<file path="config.mk">
export PLATFORM = sky130hd
export DESIGN_NAME = bdq_cfg_regs
export DESIGN_NICKNAME = d
export VERILOG_FILES = /design/src/sv/bdq_pkg.sv /design/src/sv/bdq_cfg_regs.sv
export SDC_FILE = /design/constraint.sdc
export NUM_CORES = 1
export LEC_CHECK = 0
export BUFFER_PORTS_ARGS = -buffer_cell sky130_fd_sc_hd__buf_2
export CAP_MARGIN = 20
export CORE_MARGIN = 2
export CORE_UTILIZATION = 34
export CTS_CLUSTER_DIAMETER = 200
export DETAILED_ROUTE_END_ITERATION = 7
export PLACE_DENSITY_LB_ADDON = 0.15
export SYNTH_ARGS = -nofsm -noshare
export SYNTH_HDL_FRONTEND = slang
export SYNTH_SLANG_ARGS = --single-unit
</file>
<file path="constraint.sdc">
create_clock -name clk -period 0.9 [get_ports clk]
set_input_delay 0.09 -clock clk [delete_from_list [all_inputs] [get_ports clk]]
set_output_delay 0.09 -clock clk [all_outputs]
set_load 0.02 [all_outputs]
</file>
<file path="src/sv/bdq_pkg.sv">
`timescale 1ns / 1ps

package bdq_pkg;

  // Sizes
  localparam int DEPTH  = 1024;
  localparam int ADDR_W = $clog2(DEPTH);
  localparam int OFF_W  = ADDR_W + 1;
  localparam int CNT_W  = 11;
  localparam int DATA_W = 32;
  localparam int FUNC_W = 3;
  localparam int CFG_AW = 3;
  localparam int CFG_DW = 32;

  typedef logic [ADDR_W-1:0] ptr_t;
  typedef logic [OFF_W-1:0]  off_t;
  typedef logic [CNT_W-1:0]  cnt_t;
  typedef logic [DATA_W-1:0] word_t;

  localparam cnt_t CAP_RESET = cnt_t'(1024);
  localparam cnt_t DEPTH_CNT = cnt_t'(DEPTH);
  localparam off_t DEPTH_OFF = off_t'(DEPTH);
  localparam ptr_t PTR_LAST  = ptr_t'(DEPTH - 1);

  // Operation codes
  localparam logic [FUNC_W-1:0] FN_PUSH_FRONT = 3'd0;
  localparam logic [FUNC_W-1:0] FN_PUSH_BACK  = 3'd1;
  localparam logic [FUNC_W-1:0] FN_POP_FRONT  = 3'd2;
  localparam logic [FUNC_W-1:0] FN_POP_BACK   = 3'd3;
  localparam logic [FUNC_W-1:0] FN_STATUS     = 3'd4;

  // Configuration register indexes
  localparam logic REG_CAPACITY = 1'b0;

  // Request from control to the entry memory
  typedef struct packed {
    logic  we;
    ptr_t  waddr;
    word_t wdata;
    logic  re;
    ptr_t  raddr_front;
    ptr_t  raddr_rear;
  } mem_req_t;

  // Circular index: (head + off) mod DEPTH, off at most DEPTH
  function automatic ptr_t slot(input ptr_t head, input off_t off);
    off_t sum;
    sum = {1'b0, head} + off;
    if (sum >= DEPTH_OFF) begin
      sum = sum - DEPTH_OFF;
    end
    return sum[ADDR_W-1:0];
  endfunction

endpackage

</file>
<file path="src/sv/bdq_cfg_regs.sv">
`timescale 1ns / 1ps

module bdq_cfg_regs (
  input  logic                   clk,
  input  logic                   rst_n,
  input  logic                   cfg_psel,
  input  logic                   cfg_penable,
  input  logic                   cfg_pwrite,
  input  logic [bdq_pkg::CFG_AW-1:0] cfg_paddr,
  input  logic [bdq_pkg::CFG_DW-1:0] cfg_pwdata,
  output logic [bdq_pkg::CFG_DW-1:0] cfg_prdata,
  output logic                   cfg_pready,
  output bdq_pkg::cnt_t          cap_eff
);
  import bdq_pkg::*;

  cnt_t capacity_r;
  cnt_t capacity_nxt;
  logic wr_capacity;
  logic reg_idx;

  assign reg_idx     = cfg_paddr[2];
  assign cfg_pready  = 1'b1;
  assign wr_capacity = cfg_psel && cfg_penable && cfg_pwrite && (reg_idx == REG_CAPACITY);

  // Capacity register
  always_comb begin
    capacity_nxt = capacity_r;
    if (wr_capacity) begin
      capacity_nxt = cfg_pwdata[CNT_W-1:0];
    end
  end

  always_ff @(posedge clk) begin
    if (!rst_n) begin
      capacity_r <= CAP_RESET;
    end else begin
      capacity_r <= capacity_nxt;
    end
  end

  // Read-back
  always_comb begin
    cfg_prdata = '0;
    if (reg_idx == REG_CAPACITY) begin
      cfg_prdata = CFG_DW'(capacity_r);
    end
  end

  // Saturate to the memory depth
  assign cap_eff = (capacity_r > DEPTH_CNT) ? DEPTH_CNT : capacity_r;

endmodule

</file>
# Word level (Yosys, flattened, before mapping)
# Index checks and enable logic that the tools add are counted.
# W data, S select, Z words.
# word_totals
regBits,11
input_bits,40
output_inout_bits,44
elab_cells,8
# classes
n_lt_le_gt_ge,1
n_mux,2
bitwise_logic,1
n_reduce_logical,3
# op_table
op,n
$mux W11,2
$gt A11 B11 Y1 const B,1
$logic_and A1 B1 Y1,3
$not A1 Y1,1

# Longest topological paths before layout
# logic_depth
word_depth,3
ltp_mapped,3
mapped_depth_nobuf,2

# Worst setup path after synthesis
# OpenSTA, ideal clock, no wires.
# synth_path
path_kind,register to output
start,reg capacity_r[10]
end,out cfg_prdata[10] (netlist name)
t_arrival_ns,0.873
required_time_ns,0.810
setup_slack_ns,-0.063
path_stages_with_launch,3
n_path_buf,1
path_cell_list,dfxtp_1 > buf_2 > nor2b_1
# synth_via
elab_chain_cells,1
# synth_lines
item,line_no,text
start: declaration,bdq_cfg_regs.sv:17,cnt_t capacity_r;
start signal: assignment,bdq_cfg_regs.sv:38,capacity_r <= capacity_nxt;
$mux W11,bdq_cfg_regs.sv:45,if (reg_idx == REG_CAPACITY) begin
end: declaration,bdq_cfg_regs.sv:11,"output logic [bdq_pkg::CFG_DW-1:0] cfg_prdata,"
# No other way between the ends.

# Worst setup path after layout
# layout_path
start,reg capacity_r[10]
end,out cap_eff[0]
# layout_via
elab_chain_cells,2
# layout_lines
item,line_no,text
$gt A11 B11 Y1,bdq_cfg_regs.sv:51,assign cap_eff = (capacity_r > DEPTH_CNT) ? DEPTH_CNT : capacity_r;
$mux W11,bdq_cfg_regs.sv:51,
end: declaration,bdq_cfg_regs.sv:13,output bdq_pkg::cnt_t cap_eff
# No other way between the ends.

==> run summary <==
Layout fillers = 220
PD cells = 964 nW/µm²
Arr. time, crit path = 1.00 ns
Initial Util = 35.6%
Row count = 17
Max Root-Sink Buffers = 2
VDD IR max = 0.374 mV
Seq. cell area = 234 µm²
Required @ worst endpoint = 0.81 ns
Sw Pwr = 0.000348 W
Synth top area share = 28.2%
R2R depth = 3
CORE AREA = 2190 µm²
Nature of the critical path endpoint = output port
Tcrit/Tclk final = 122%
Final Wtd Congestion = 0.669
Die width = 51.9 µm
I/O pin cnt = 84
Antenna violations before repair = 0
Area Overhead vs Synth = 47.3%
Max-cap violations = 0
# setup viols final = 22
Global-route wire length before repair = 2.28 mm
Die H = 51.9 µm
Number of synthesized register bits = 11
CTS root buffer = clkbuf_4
CTS tree = built
Static Leak = 0.544 nW
Max reg flops = 11
Num CTS Buffers = 3
CP Launch Type = register
Cell variety after synth = 11
Final nets = 185
Mean Syn Cell Area = 8.13 µm²
Failing checks = negative setup slack
Max Slew Vio Count = 0
DRC violations left = 0
Layout cells sized above 1 = 50.7%
Hold Buf Count CTS = 0
Gr usage total = 11.7%
Hold slack final = 0.0508 ns
Top cells by area, synth = dfxtp_1 (28%), buf_4 (21%), nor2b_1 (18%), mux2i_1 (14%), nand2_1 (9.6%)
Largest regs = capacity_r x11
Synthesized instance count = 96
Antenna diode count = 0
Clk sink count = 11
Die area = 2700 µm²
First drt pass iteration count = 4
Switching part of the total = 31.4%
Drt via density = 4.05
Yosys Warn Count = 0
Worst setup path class = reg2out
Int Power = 0.000761 W
# H-tree levels = 1
Buffers on Ports = 38
Hold Crit Class = in2reg
Hold path depth = 3
Status = finished, violations left
1st-iter DRT viols = 4
Final min period = 1.09 ns
Final Hold Fails = 0
Area of the mapped netlist = 781 µm²
RSZ-0062 raised after global routing = yes
Total grt overflow = 0
Clk_lat worst skew = 0.27 ns
Setup TNS = -2.61 ns
Vias post-DR = 697
Yosys top cell by area = dfxtp_1
Vias in the first global route = 534
Biggest register = capacity_r
Clock slew at the register clock pins of the worst setup and hold paths = 0.08 ns
Per-cell routed wire length = 9.77 µm
Post-Route WL = 1.68 mm
Crit path max fanout = 6
Slack of the critical path = -0.194 ns
Layout Skew = 0 ns
Antenna violation net count after detailed routing = 0
Seq pwr share = 45.6%
Clk network pwr share = 31.7%
Multi-input logic area = 467 µm²
Post-DP HPWL = 1.22 mm
Comb pwr share = 22.6%
Largest net degree at the start of global routing = 13
Post-synthesis sequential area ratio = 28.2%
Fmax achieved = 0.914 GHz
## power by group through the flow
stage / clock [W] / combinational [W] / sequential (W)
finish: 0.000352 / 0.000251 / 0.000506
global route: 0.000387 / 0.000271 / 0.000508
CTS: 0.000364 / 0.000232 / 0.000506
detailed placement: 0 / 0.000217 / 0.000515
global placement: 0 / 0.000215 / 0.000514
floorplan: 0 / 0.000233 / 0.000513
## cells in the final DEF, fill, tap and decap left out
| cell type | count |
|---|---|
| clkbuf_4 | 3 |
| and4b_4 | 1 |
| and2b_1 | 1 |
| dfxtp_2 | 11 |
| clkbuf_1 | 1 |
| buf_4 | 26 |
| buf_6 | 10 |
| nand2_1 | 20 |
| buf_2 | 16 |
| conb_1 | 22 |
| nor2b_2 | 1 |
| mux2i_1 | 11 |
| nor2b_1 | 16 |
| nor2b_4 | 5 |
## layout make-up
cell class | instances | share of cell area [%]
Tap cell | 28 | 3.05
Multi-Input combinational cell | 77 | 40.6
Timing Repair Buffer | 52 | 33.7
Clock buffer | 4 | 2.29
Sequential cell | 11 | 20.3
## routing by layer
metal / part of all wire (%) / routed length, µm / up-vias / track usage (%)
met5: 0 / 0 / - / 0
met4: 1.8 / 31 / 0 / 7.89
met3: 7.5 / 126 / 4 / 1.72
met2: 49 / 819 / 32 / 20.0
met1: 42 / 704 / 311 / 13.3
li1: - / - / 350 / -
## path summary, 6_finish.rpt
check | startpoint | endpoint | slack [ns]
min | cfg_pwdata[6] | capacity_r[6] | 0.05
max | capacity_r[10] | cap_eff[0] | -0.19
min reg2reg | capacity_r[1] | capacity_r[1] | 0.47
max reg2reg | capacity_r[10] | capacity_r[10] | 0.13
## stage by stage
stage / power [W] / setup WS [ns] / area, µm² / utilization (%) / cells
3_3_place_gp: 0.000730 / -0.0659 / 912 / 41.6 / 159
2_1_floorplan: 0.000746 / 0.0222 / 858 / - / 116
6_report: 0.00111 / -0.194 / 1150 / 52.5 / 172
4_1_cts: 0.00110 / -0.205 / 1050 / 48.0 / 167
5_1_grt: 0.00117 / -0.238 / 1150 / 52.5 / 172
3_5_place_dp: 0.000733 / -0.0658 / 912 / 41.6 / 159
## cells by family (layout without fill, tap and decap cells)
kind of cell           after synthesis  after routing  synth area share, %
muxes                               11             11                 14.1
buffers and inverters               28             56                 26.8
and+or+nand+nor                     44             44                 30.0
other                                2             22                0.962
DFF                                 11             11                 28.2
## worst max-delay path: stages, from the launching register on
cell and delay (ns):
dfxtp_2 0.34, buf_6 0.13, nor2b_1 0.11, buf_4 0.15
## repair_timing
item	4_1_cts	5_1_grt
buffers inserted	4	5
cloned	0	0
pin swaps	0	0
endpoints found under the setup margin	22	22
resized for setup	37	13
## cells in the mapped netlist, drive strengths merged
master  number
nand2       20
and4b        1
mux2i       11
dfxtp       11
buf         27
and2b        1
clkbuf       1
conb         2
nor2b       22
No activity file was read; power rests on OpenSTA's default activity.
