`src/sv/bdq_pkg.sv`:
```
`timescale 1ns / 1ps

package bdq_pkg;

  // Sizes
  localparam int DEPTH  = 1024;
  localparam int ADDR_W = $clog2(DEPTH);
  localparam int OFF_W  = ADDR_W + 1;
  localparam int CNT_W  = 11;
  localparam int DATA_W = 32;
  localparam int FUNC_W = 3;
  localparam int CFG_AW = 3;
  localparam int CFG_DW = 32;

  typedef logic [ADDR_W-1:0] ptr_t;
  typedef logic [OFF_W-1:0]  off_t;
  typedef logic [CNT_W-1:0]  cnt_t;
  typedef logic [DATA_W-1:0] word_t;

  localparam cnt_t CAP_RESET = cnt_t'(1024);
  localparam cnt_t DEPTH_CNT = cnt_t'(DEPTH);
  localparam off_t DEPTH_OFF = off_t'(DEPTH);
  localparam ptr_t PTR_LAST  = ptr_t'(DEPTH - 1);

  // Operation codes
  localparam logic [FUNC_W-1:0] FN_PUSH_FRONT = 3'd0;
  localparam logic [FUNC_W-1:0] FN_PUSH_BACK  = 3'd1;
  localparam logic [FUNC_W-1:0] FN_POP_FRONT  = 3'd2;
  localparam logic [FUNC_W-1:0] FN_POP_BACK   = 3'd3;
  localparam logic [FUNC_W-1:0] FN_STATUS     = 3'd4;

  // Configuration register indexes
  localparam logic REG_CAPACITY = 1'b0;

  // Request from control to the entry memory
  typedef struct packed {
    logic  we;
    ptr_t  waddr;
    word_t wdata;
    logic  re;
    ptr_t  raddr_front;
    ptr_t  raddr_rear;
  } mem_req_t;

  // Circular index: (head + off) mod DEPTH, off at most DEPTH
  function automatic ptr_t slot(input ptr_t head, input off_t off);
    off_t sum;
    sum = {1'b0, head} + off;
    if (sum >= DEPTH_OFF) begin
      sum = sum - DEPTH_OFF;
    end
    return sum[ADDR_W-1:0];
  endfunction

endpackage

```
`src/sv/bdq_if.sv`:
```
`timescale 1ns / 1ps

// Operation request channel
interface bdq_in_if;
  import bdq_pkg::*;
  logic                     valid;
  logic                     ready;
  logic [FUNC_W-1:0]        func;
  logic signed [DATA_W-1:0] push_value;

  modport source (output valid, output func, output push_value, input ready);
  modport sink   (input valid, input func, input push_value, output ready);
endinterface

// Result channel
interface bdq_out_if;
  import bdq_pkg::*;
  logic                     valid;
  logic                     ready;
  logic                     ok;
  logic signed [DATA_W-1:0] front_value;
  logic signed [DATA_W-1:0] rear_value;
  logic                     is_empty;
  logic                     is_full;
  logic [CNT_W-1:0]         fill_count;

  modport source (output valid, output ok, output front_value, output rear_value,
                  output is_empty, output is_full, output fill_count, input ready);
  modport sink   (input valid, input ok, input front_value, input rear_value,
                  input is_empty, input is_full, input fill_count, output ready);
endinterface

```
`src/sv/bdq_ctrl.sv`:
```
`timescale 1ns / 1ps

module bdq_ctrl (
  input  logic              clk,
  input  logic              rst_n,
  input  bdq_pkg::cnt_t     cap_eff,
  bdq_in_if.sink            in_ch,
  bdq_out_if.source         out_ch,
  output bdq_pkg::mem_req_t mem_req,
  input  bdq_pkg::word_t    rd_front,
  input  bdq_pkg::word_t    rd_rear
);
  import bdq_pkg::*;

  typedef enum logic [1:0] {ST_IDLE, ST_READ, ST_DONE} state_t;

  state_t state_r, state_nxt;
  ptr_t   head_r, head_nxt;
  cnt_t   cnt_r, cnt_nxt;
  logic   ok_r, ok_nxt;

  logic   out_valid_r, out_valid_nxt;
  logic   out_ok_r, out_ok_nxt;
  word_t  out_front_r, out_front_nxt;
  word_t  out_rear_r, out_rear_nxt;
  logic   out_empty_r, out_empty_nxt;
  logic   out_full_r, out_full_nxt;
  cnt_t   out_cnt_r, out_cnt_nxt;

  logic   accept;
  logic   can_push;
  logic   can_pop;
  logic   out_free;
  logic   cnt_zero;
  ptr_t   head_dec;

  assign in_ch.ready = (state_r == ST_IDLE);
  assign accept      = in_ch.valid && in_ch.ready;
  assign can_push    = cnt_r < cap_eff;
  assign can_pop     = cnt_r != '0;
  assign cnt_zero    = cnt_r == '0;
  assign out_free    = !out_valid_r || out_ch.ready;
  assign head_dec    = (head_r == '0) ? PTR_LAST : head_r - ptr_t'(1);

  always_comb begin
    state_nxt     = state_r;
    head_nxt      = head_r;
    cnt_nxt       = cnt_r;
    ok_nxt        = ok_r;
    out_valid_nxt = out_valid_r;
    out_ok_nxt    = out_ok_r;
    out_front_nxt = out_front_r;
    out_rear_nxt  = out_rear_r;
    out_empty_nxt = out_empty_r;
    out_full_nxt  = out_full_r;
    out_cnt_nxt   = out_cnt_r;

    mem_req             = '0;
    mem_req.wdata       = in_ch.push_value;
    mem_req.raddr_front = head_r;
    mem_req.raddr_rear  = slot(head_r, off_t'(cnt_r - cnt_t'(1)));

    // Result taken downstream
    if (out_valid_r && out_ch.ready) begin
      out_valid_nxt = 1'b0;
    end

    unique case (state_r)
      // Apply the operation to pointers and write the pushed word
      ST_IDLE: begin
        if (accept) begin
          ok_nxt    = 1'b0;
          state_nxt = ST_READ;
          unique case (in_ch.func)
            FN_PUSH_FRONT: begin
              if (can_push) begin
                head_nxt      = head_dec;
                mem_req.we    = 1'b1;
                mem_req.waddr = head_dec;
                cnt_nxt       = cnt_r + cnt_t'(1);
                ok_nxt        = 1'b1;
              end
            end
            FN_PUSH_BACK: begin
              if (can_push) begin
                mem_req.we    = 1'b1;
                mem_req.waddr = slot(head_r, off_t'(cnt_r));
                cnt_nxt       = cnt_r + cnt_t'(1);
                ok_nxt        = 1'b1;
              end
            end
            FN_POP_FRONT: begin
              if (can_pop) begin
                head_nxt = slot(head_r, off_t'(1));
                cnt_nxt  = cnt_r - cnt_t'(1);
                ok_nxt   = 1'b1;
              end
            end
            FN_POP_BACK: begin
              if (can_pop) begin
                cnt_nxt = cnt_r - cnt_t'(1);
                ok_nxt  = 1'b1;
              end
            end
            FN_STATUS: ok_nxt = 1'b1;
            default:   ok_nxt = 1'b0;
          endcase
        end
      end
      // Fetch the new front and rear entries
      ST_READ: begin
        mem_req.re = 1'b1;
        state_nxt  = ST_DONE;
      end
      // Load the result register once it is free
      ST_DONE: begin
        if (out_free) begin
          out_valid_nxt = 1'b1;
          out_ok_nxt    = ok_r;
          out_front_nxt = cnt_zero ? '1 : rd_front;
          out_rear_nxt  = cnt_zero ? '1 : rd_rear;
          out_empty_nxt = cnt_zero;
          out_full_nxt  = cnt_r >= cap_eff;
          out_cnt_nxt   = cnt_r;
          state_nxt     = ST_IDLE;
        end
      end
      default: state_nxt = ST_IDLE;
    endcase
  end

  always_ff @(posedge clk) begin
    if (!rst_n) begin
      state_r     <= ST_IDLE;
      head_r      <= '0;
      cnt_r       <= '0;
      out_valid_r <= 1'b0;
    end else begin
      state_r     <= state_nxt;
      head_r      <= head_nxt;
      cnt_r       <= cnt_nxt;
      out_valid_r <= out_valid_nxt;
    end
    ok_r        <= ok_nxt;
    out_ok_r    <= out_ok_nxt;
    out_front_r <= out_front_nxt;
    out_rear_r  <= out_rear_nxt;
    out_empty_r <= out_empty_nxt;
    out_full_r  <= out_full_nxt;
    out_cnt_r   <= out_cnt_nxt;
  end

  assign out_ch.valid       = out_valid_r;
  assign out_ch.ok          = out_ok_r;
  assign out_ch.front_value = out_front_r;
  assign out_ch.rear_value  = out_rear_r;
  assign out_ch.is_empty    = out_empty_r;
  assign out_ch.is_full     = out_full_r;
  assign out_ch.fill_count  = out_cnt_r;

endmodule

```
`src/flat_wrapper.sv`:
```
// flat-port wrapper written by rule: the top's interface ports become plain ports
module bdq_ctrl_flat import bdq_pkg::*;
  (clk, rst_n, cap_eff, mem_req, rd_front, rd_rear, in_ch_valid, in_ch_func, in_ch_push_value, in_ch_ready, out_ch_valid, out_ch_ok, out_ch_front_value, out_ch_rear_value, out_ch_is_empty, out_ch_is_full, out_ch_fill_count, out_ch_ready);
  bdq_in_if in_ch_i ();
  bdq_out_if out_ch_i ();
  input  logic clk;
  input  logic rst_n;
  input  bdq_pkg::cnt_t cap_eff;
  output bdq_pkg::mem_req_t mem_req;
  input  bdq_pkg::word_t rd_front;
  input  bdq_pkg::word_t rd_rear;
  input wire logic [$bits(in_ch_i.valid)-1:0] in_ch_valid;
  input wire logic [$bits(in_ch_i.func)-1:0] in_ch_func;
  input wire logic [$bits(in_ch_i.push_value)-1:0] in_ch_push_value;
  output wire logic [$bits(in_ch_i.ready)-1:0] in_ch_ready;
  output wire logic [$bits(out_ch_i.valid)-1:0] out_ch_valid;
  output wire logic [$bits(out_ch_i.ok)-1:0] out_ch_ok;
  output wire logic [$bits(out_ch_i.front_value)-1:0] out_ch_front_value;
  output wire logic [$bits(out_ch_i.rear_value)-1:0] out_ch_rear_value;
  output wire logic [$bits(out_ch_i.is_empty)-1:0] out_ch_is_empty;
  output wire logic [$bits(out_ch_i.is_full)-1:0] out_ch_is_full;
  output wire logic [$bits(out_ch_i.fill_count)-1:0] out_ch_fill_count;
  input wire logic [$bits(out_ch_i.ready)-1:0] out_ch_ready;
  assign in_ch_i.valid = in_ch_valid;
  assign in_ch_i.func = in_ch_func;
  assign in_ch_i.push_value = in_ch_push_value;
  assign in_ch_ready = in_ch_i.ready;
  assign out_ch_valid = out_ch_i.valid;
  assign out_ch_ok = out_ch_i.ok;
  assign out_ch_front_value = out_ch_i.front_value;
  assign out_ch_rear_value = out_ch_i.rear_value;
  assign out_ch_is_empty = out_ch_i.is_empty;
  assign out_ch_is_full = out_ch_i.is_full;
  assign out_ch_fill_count = out_ch_i.fill_count;
  assign out_ch_i.ready = out_ch_ready;
  bdq_ctrl u_core (.clk(clk), .rst_n(rst_n), .cap_eff(cap_eff), .in_ch(in_ch_i), .out_ch(out_ch_i), .mem_req(mem_req), .rd_front(rd_front), .rd_rear(rd_rear));
endmodule
```
`config.mk`:
```
export PLATFORM = sky130hd
export DESIGN_NAME = bdq_ctrl_flat
export DESIGN_NICKNAME = d
export VERILOG_FILES = /design/src/sv/bdq_pkg.sv /design/src/sv/bdq_if.sv /design/src/sv/bdq_ctrl.sv /design/src/flat_wrapper.sv
export SDC_FILE = /design/constraint.sdc
export NUM_CORES = 1
export LEC_CHECK = 0
export BUFFER_PORTS_ARGS = -buffer_cell sky130_fd_sc_hd__buf_2
export CAP_MARGIN = 20
export CORE_ASPECT_RATIO = 0.5
export CORE_UTILIZATION = 49
export DETAILED_ROUTE_END_ITERATION = 12
export PLACE_DENSITY = 0.88
export SLEW_MARGIN = 40
export SYNTH_ARGS = -nofsm -noshare
export SYNTH_HDL_FRONTEND = slang
export SYNTH_SLANG_ARGS = --single-unit
```
`constraint.sdc`:
```
create_clock -name clk -period 5.9 [get_ports clk]
set_input_delay 0.295 -clock clk [delete_from_list [all_inputs] [get_ports clk]]
set_output_delay 0.295 -clock clk [all_outputs]
set_load 0.02 [all_outputs]
```
**After elaboration in Yosys (flattened, before gate mapping)**

Cells that the tools add are included.

- Register bits: 103
- Bits in latches: 0
- RAM bits: 0
- Bits in read-only memories: 0
- Input port bits: 114
- Output and inout bits: 144
- Logic and storage cells: 80
- Memories kept: 0

- Add/sub/neg operators: 9
- Multipliers: 0
- Div/mod/pow operators: 0
- $lt $le $gt $ge: 5
- Equal/unequal tests: 12
- Shifts and indexed selects: 0
- Multiplexer cells: 25
- Bitwise logic cells: 0
- Reduce and logical (&&, ||, !) cells: 18

Operators by type and width:

| kind | count |
|---|---|
| $mux 11 | 6 |
| $mux 10 | 6 |
| $pmux 11 s2 | 2 |
| $sub 10x1->10 const B | 4 |
| $ge 11x11->1 const B | 3 |
| $add 10x11->11 | 2 |
| $pmux 10 s2 | 1 |
| $add 10x1->11 const B | 1 |
| $add 11x1->11 const B | 1 |
| $ge 11x11->1 | 1 |
| $logic_not 11->1 | 1 |
| $lt 11x11->1 | 1 |
| $reduce_bool 11->1 | 1 |
| $sub 11x1->11 const B | 1 |
| $logic_not 10->1 | 1 |
| $ne 2x1->1 const B | 5 |
| $reduce_and 5->1 | 2 |
| $eq 3x2->1 const B | 2 |
| $mux 1 | 6 |
| $pmux 2 s3 | 1 |
| $reduce_and 2->1 | 3 |
| $mux 2 | 2 |
| $reduce_bool 2->1 | 2 |
| $reduce_or 2->1 | 2 |
| other kinds (11) | 12 |

**Depth between registers and ports, before layout**

- Word-level depth: 7
- Gate-level depth with buffers: 11
- Gate-level depth less buffers: 11

**Worst setup path before layout**

OpenSTA, ideal clock, no wires.

- Path type: register to register
- Start point: register u_core.out_valid_r, in the netlist u_core.out_ch.valid
- End point: register u_core.out_cnt_r[0], in the netlist u_core.out_ch.fill_count[0] (enable)
- Setup time: 0.524 ns
- Arrival: 3.960 ns
- Data required time: 5.376 ns
- Setup slack: 1.416 ns
- Stages on the path, launching flop included: 3
- Path buffers: 0
- Clock period less this slack: 4.484 ns
- Path through: dfxtp_1 nand2b_1 nor2b_1

- Cells in the longest elaborated chain, start to end: 3

Ends and longest elaborated chain:

| what | RTL line | source |
|---|---|---|
| start, declared | bdq_ctrl.sv:22 | `logic out_valid_r, out_valid_nxt;` |
| start signal, assigned | bdq_ctrl.sv:142 | `out_valid_r <= out_valid_nxt;` |
| $logic_not 1->1 | bdq_ctrl.sv:42 | `assign out_free = !out_valid_r \|\| out_ch.ready;` |
| $logic_or 1x1->1 | bdq_ctrl.sv:42 |  |
| $reduce_and 2->1 (no line) | -- |  |
| end signal, assigned | bdq_ctrl.sv:150 | `out_cnt_r <= out_cnt_nxt;` |
| end, declared | bdq_ctrl.sv:28 | `cnt_t out_cnt_r, out_cnt_nxt;` |

Every way passes these cells.
A chain may end at the register's enable or synchronous reset.

==> out/metrics.yaml <==
status: "finished, final reports clean"
synth_cell_types: 65
wl_um: 15700
hold_violations: 0
max_freq_mhz: 281
path_class: "register to output port"
power_mw: 1.91
vias_per_cell: 5.49
initial_core_util: 0.511
num_antenna_cells: 0
multiInputGateArea_sq_um: 2820
nNetsFinal: 890
cts_tree: "yes"
worstSkewPairLatency_ns: 0.34
skew_ns: 0.00798
dieWidth_um: 160
min_from: "rd_rear[10]"
worstMarginPinSlew_ns: 0.717
slew_headroom: 0.522
hpwl_um: 11600
synthesis.nets: 747
maxCapViolCount: 0
syn_to_final_growth_pct: 17.9
core_area_sq_um: 12000
final.min_clock_period_ns: 3.56
r2r_start: "u_core.cnt_r[0]"
io_pins: 258
antenna_found_initial: 0
startpoint_type: "register"
cts_resized: 0
drv_slew: 0
min_path_type: "input pin to register"
grt_overflow: 0
seqCellArea_sq_um: 2850
grt_pass1_wl_um: 23700
ys_seq_elements: 103
synth_ff_type: "edfxtp_1"
die_area_sq_um: 13000
synth_seq_area_share: 0.464
routabilityCongestion: 0.958
numPortBuffers: 193
finalInstanceArea_sq_um: 7240
clock_path_buffers: 2
cts.htree.levels: 3
die_h_um: 81.2
netlist_instances: 597
critPathCaptureType: "output port"
vias: 4989
ant_nets: 0
cp_max_fo: 8
critPathRequiredTime_ns: 5.61
grt_pass1_vias: 4657
async_flop_share: 0
grt_max_degree: 79
clock-root-buffer: "clkbuf_16"
dr.pass1.iters: 5
placed_area_sq_um: 6960
syn-cell-area_sq_um: 6140
drc: 0
wire_per_inst_um: 17.2
syn_area_per_cell_sq_um: 10.3
postCtsHoldBufs: 0
fillCellCount: 1006
place_ws_ns: 2.80
setup_viol: 0
period_share: 0.603
cts_sinks: 103
clk_pin_slew_ns: 0.07
drt-initial-drc-count: 372
fin_ws_ns: 2.34
power_density_nw_per_um2: 263
max-vdd-ir-drop_mv: 0.146
cts_buffers: 9
startpoint: "u_core.cnt_r[0]"
post-cts-setup-buffers: 0
drive_above_1_share: 0.304
rsz0062_at_grt: "no"
ys_warn_count: 0
synth_edf_count: 79
track_usage: 0.234
p_leak_nw: 3.00
num_rows: 28
timing.setup.tns_ns: 0
worstPathArrival_ns: 3.26
==> area by class of cell <==
class / count / share of cell area
clock buffer: 9 / 0.0311
clock inverter: 6 / 0.00743
inverter: 24 / 0.0124
multi-input combinational: 406 / 0.390
sequential: 103 / 0.394
tap: 165 / 0.0285
timing repair buffer: 196 / 0.137
==> state kept, by name, indices dropped and copies added, names as in the netlist <==
signal / flops
u_core.out_ch.front_value: 32
u_core.out_ch.rear_value: 32
u_core.cnt_r: 11
u_core.out_ch.fill_count: 11
u_core.head_r: 10
u_core.state_r: 2
u_core.ok_r: 1
u_core.out_ch.is_empty: 1
u_core.out_ch.is_full: 1
u_core.out_ch.ok: 1
u_core.out_ch.valid: 1
==> metal layers <==
layer  global-route usage  vias to the layer above  part of all wire
met3               0.0444                       58             0.062
met2                0.418                      204              0.49
met5                    0                        -                 0
li1                     -                     2411                 -
met4                0.143                        0             0.044
met1                0.268                     2316              0.40
==> cell usage after synthesis, types with 3 or more instances <==
master,number,area share
nand3_1,9,0.0073
a21oi_1,29,0.024
nor3_1,6,0.0049
o211ai_1,5,0.0061
buf_6,3,0.0055
clkbuf_1,27,0.016
edfxtp_1,79,0.39
a21o_1,4,0.0049
o21ai_0,17,0.014
nand4_1,10,0.010
a211oi_1,4,0.0049
mux2i_1,4,0.0065
inv_1,24,0.015
a32o_1,3,0.0049
o22a_1,4,0.0057
o41ai_1,3,0.0043
and2_1,4,0.0041
nor2_1,43,0.026
or3_1,4,0.0041
nor4_1,4,0.0041
nand2b_1,71,0.072
and3_1,7,0.0071
ha_1,34,0.069
xor2_1,9,0.013
nor2b_1,6,0.0061
a211oi_2,3,0.0061
a31oi_1,4,0.0041
a22oi_1,6,0.0073
o21ai_1,7,0.0057
o31ai_1,7,0.0086
dfxtp_1,24,0.078
buf_4,33,0.040
and4_1,4,0.0057
or4_1,4,0.0049
nand2_1,31,0.019
xnor2_1,25,0.036
==> power breakdown <==
part	leakage (nW)	internal [mW]	switching (mW)
registers	0.882	0.825	0.0282
clock network	0.134	0.291	0.274
logic	1.98	0.187	0.300
==> worst max-delay path: stages, from the launching register on <==
cell	delay, ns
dfxtp_1	0.48
inv_1	0.23
ha_1	0.31
nand2_1	0.13
xnor2_1	0.09
ha_1	0.37
nand3_1	0.10
o211ai_1	0.13
o41ai_1	0.51
o21ai_0	0.22
xnor2_1	0.18
buf_2	0.18
==> cell families after synthesis <==
group	count (synthesis)	synth area share
mux	4	0.00652
compound gates	115	0.130
fa+ha+maj	36	0.0758
xor+xnor	34	0.0485
buf+inv	88	0.0778
simple gates	217	0.197
flops	103	0.464
==> stage by stage <==
step | utilization | hold slack [ns] | cells
2_1_floorplan | - | 0.400 | 597
3_3_place_gp | 0.579 | 0.401 | 894
3_5_place_dp | 0.580 | 0.437 | 894
4_1_cts | 0.603 | 0.197 | 909
5_1_grt | 0.603 | 0.201 | 909
6_report | 0.603 | 0.206 | 909
==> placed cells by master, fill, tap and decap left out, types with 9 or more instances in the layout <==
cell type | Yosys | final
o21ai_0 | 17 | 17
a21oi_1 | 29 | 29
xor2_1 | 9 | 9
buf_2 | 1 | 193
ha_1 | 34 | 34
xnor2_1 | 25 | 25
nand4_1 | 10 | 10
edfxtp_1 | 79 | 79
inv_1 | 24 | 24
nand3_1 | 9 | 9
nor2_1 | 43 | 43
dfxtp_1 | 24 | 24
clkbuf_16 | 0 | 9
nand2b_1 | 71 | 71
nand2_1 | 31 | 31
==> final timing paths <==
check	endpoint	slack (ns)	cells after the start
max	mem_req[9]	2.34	11
min	u_core.out_ch.rear_value[10]	0.21	2
max reg2reg	u_core.head_r[9]	2.83	10
min reg2reg	u_core.out_ch.ok	0.46	0
(Power assumes the default switching activity.)
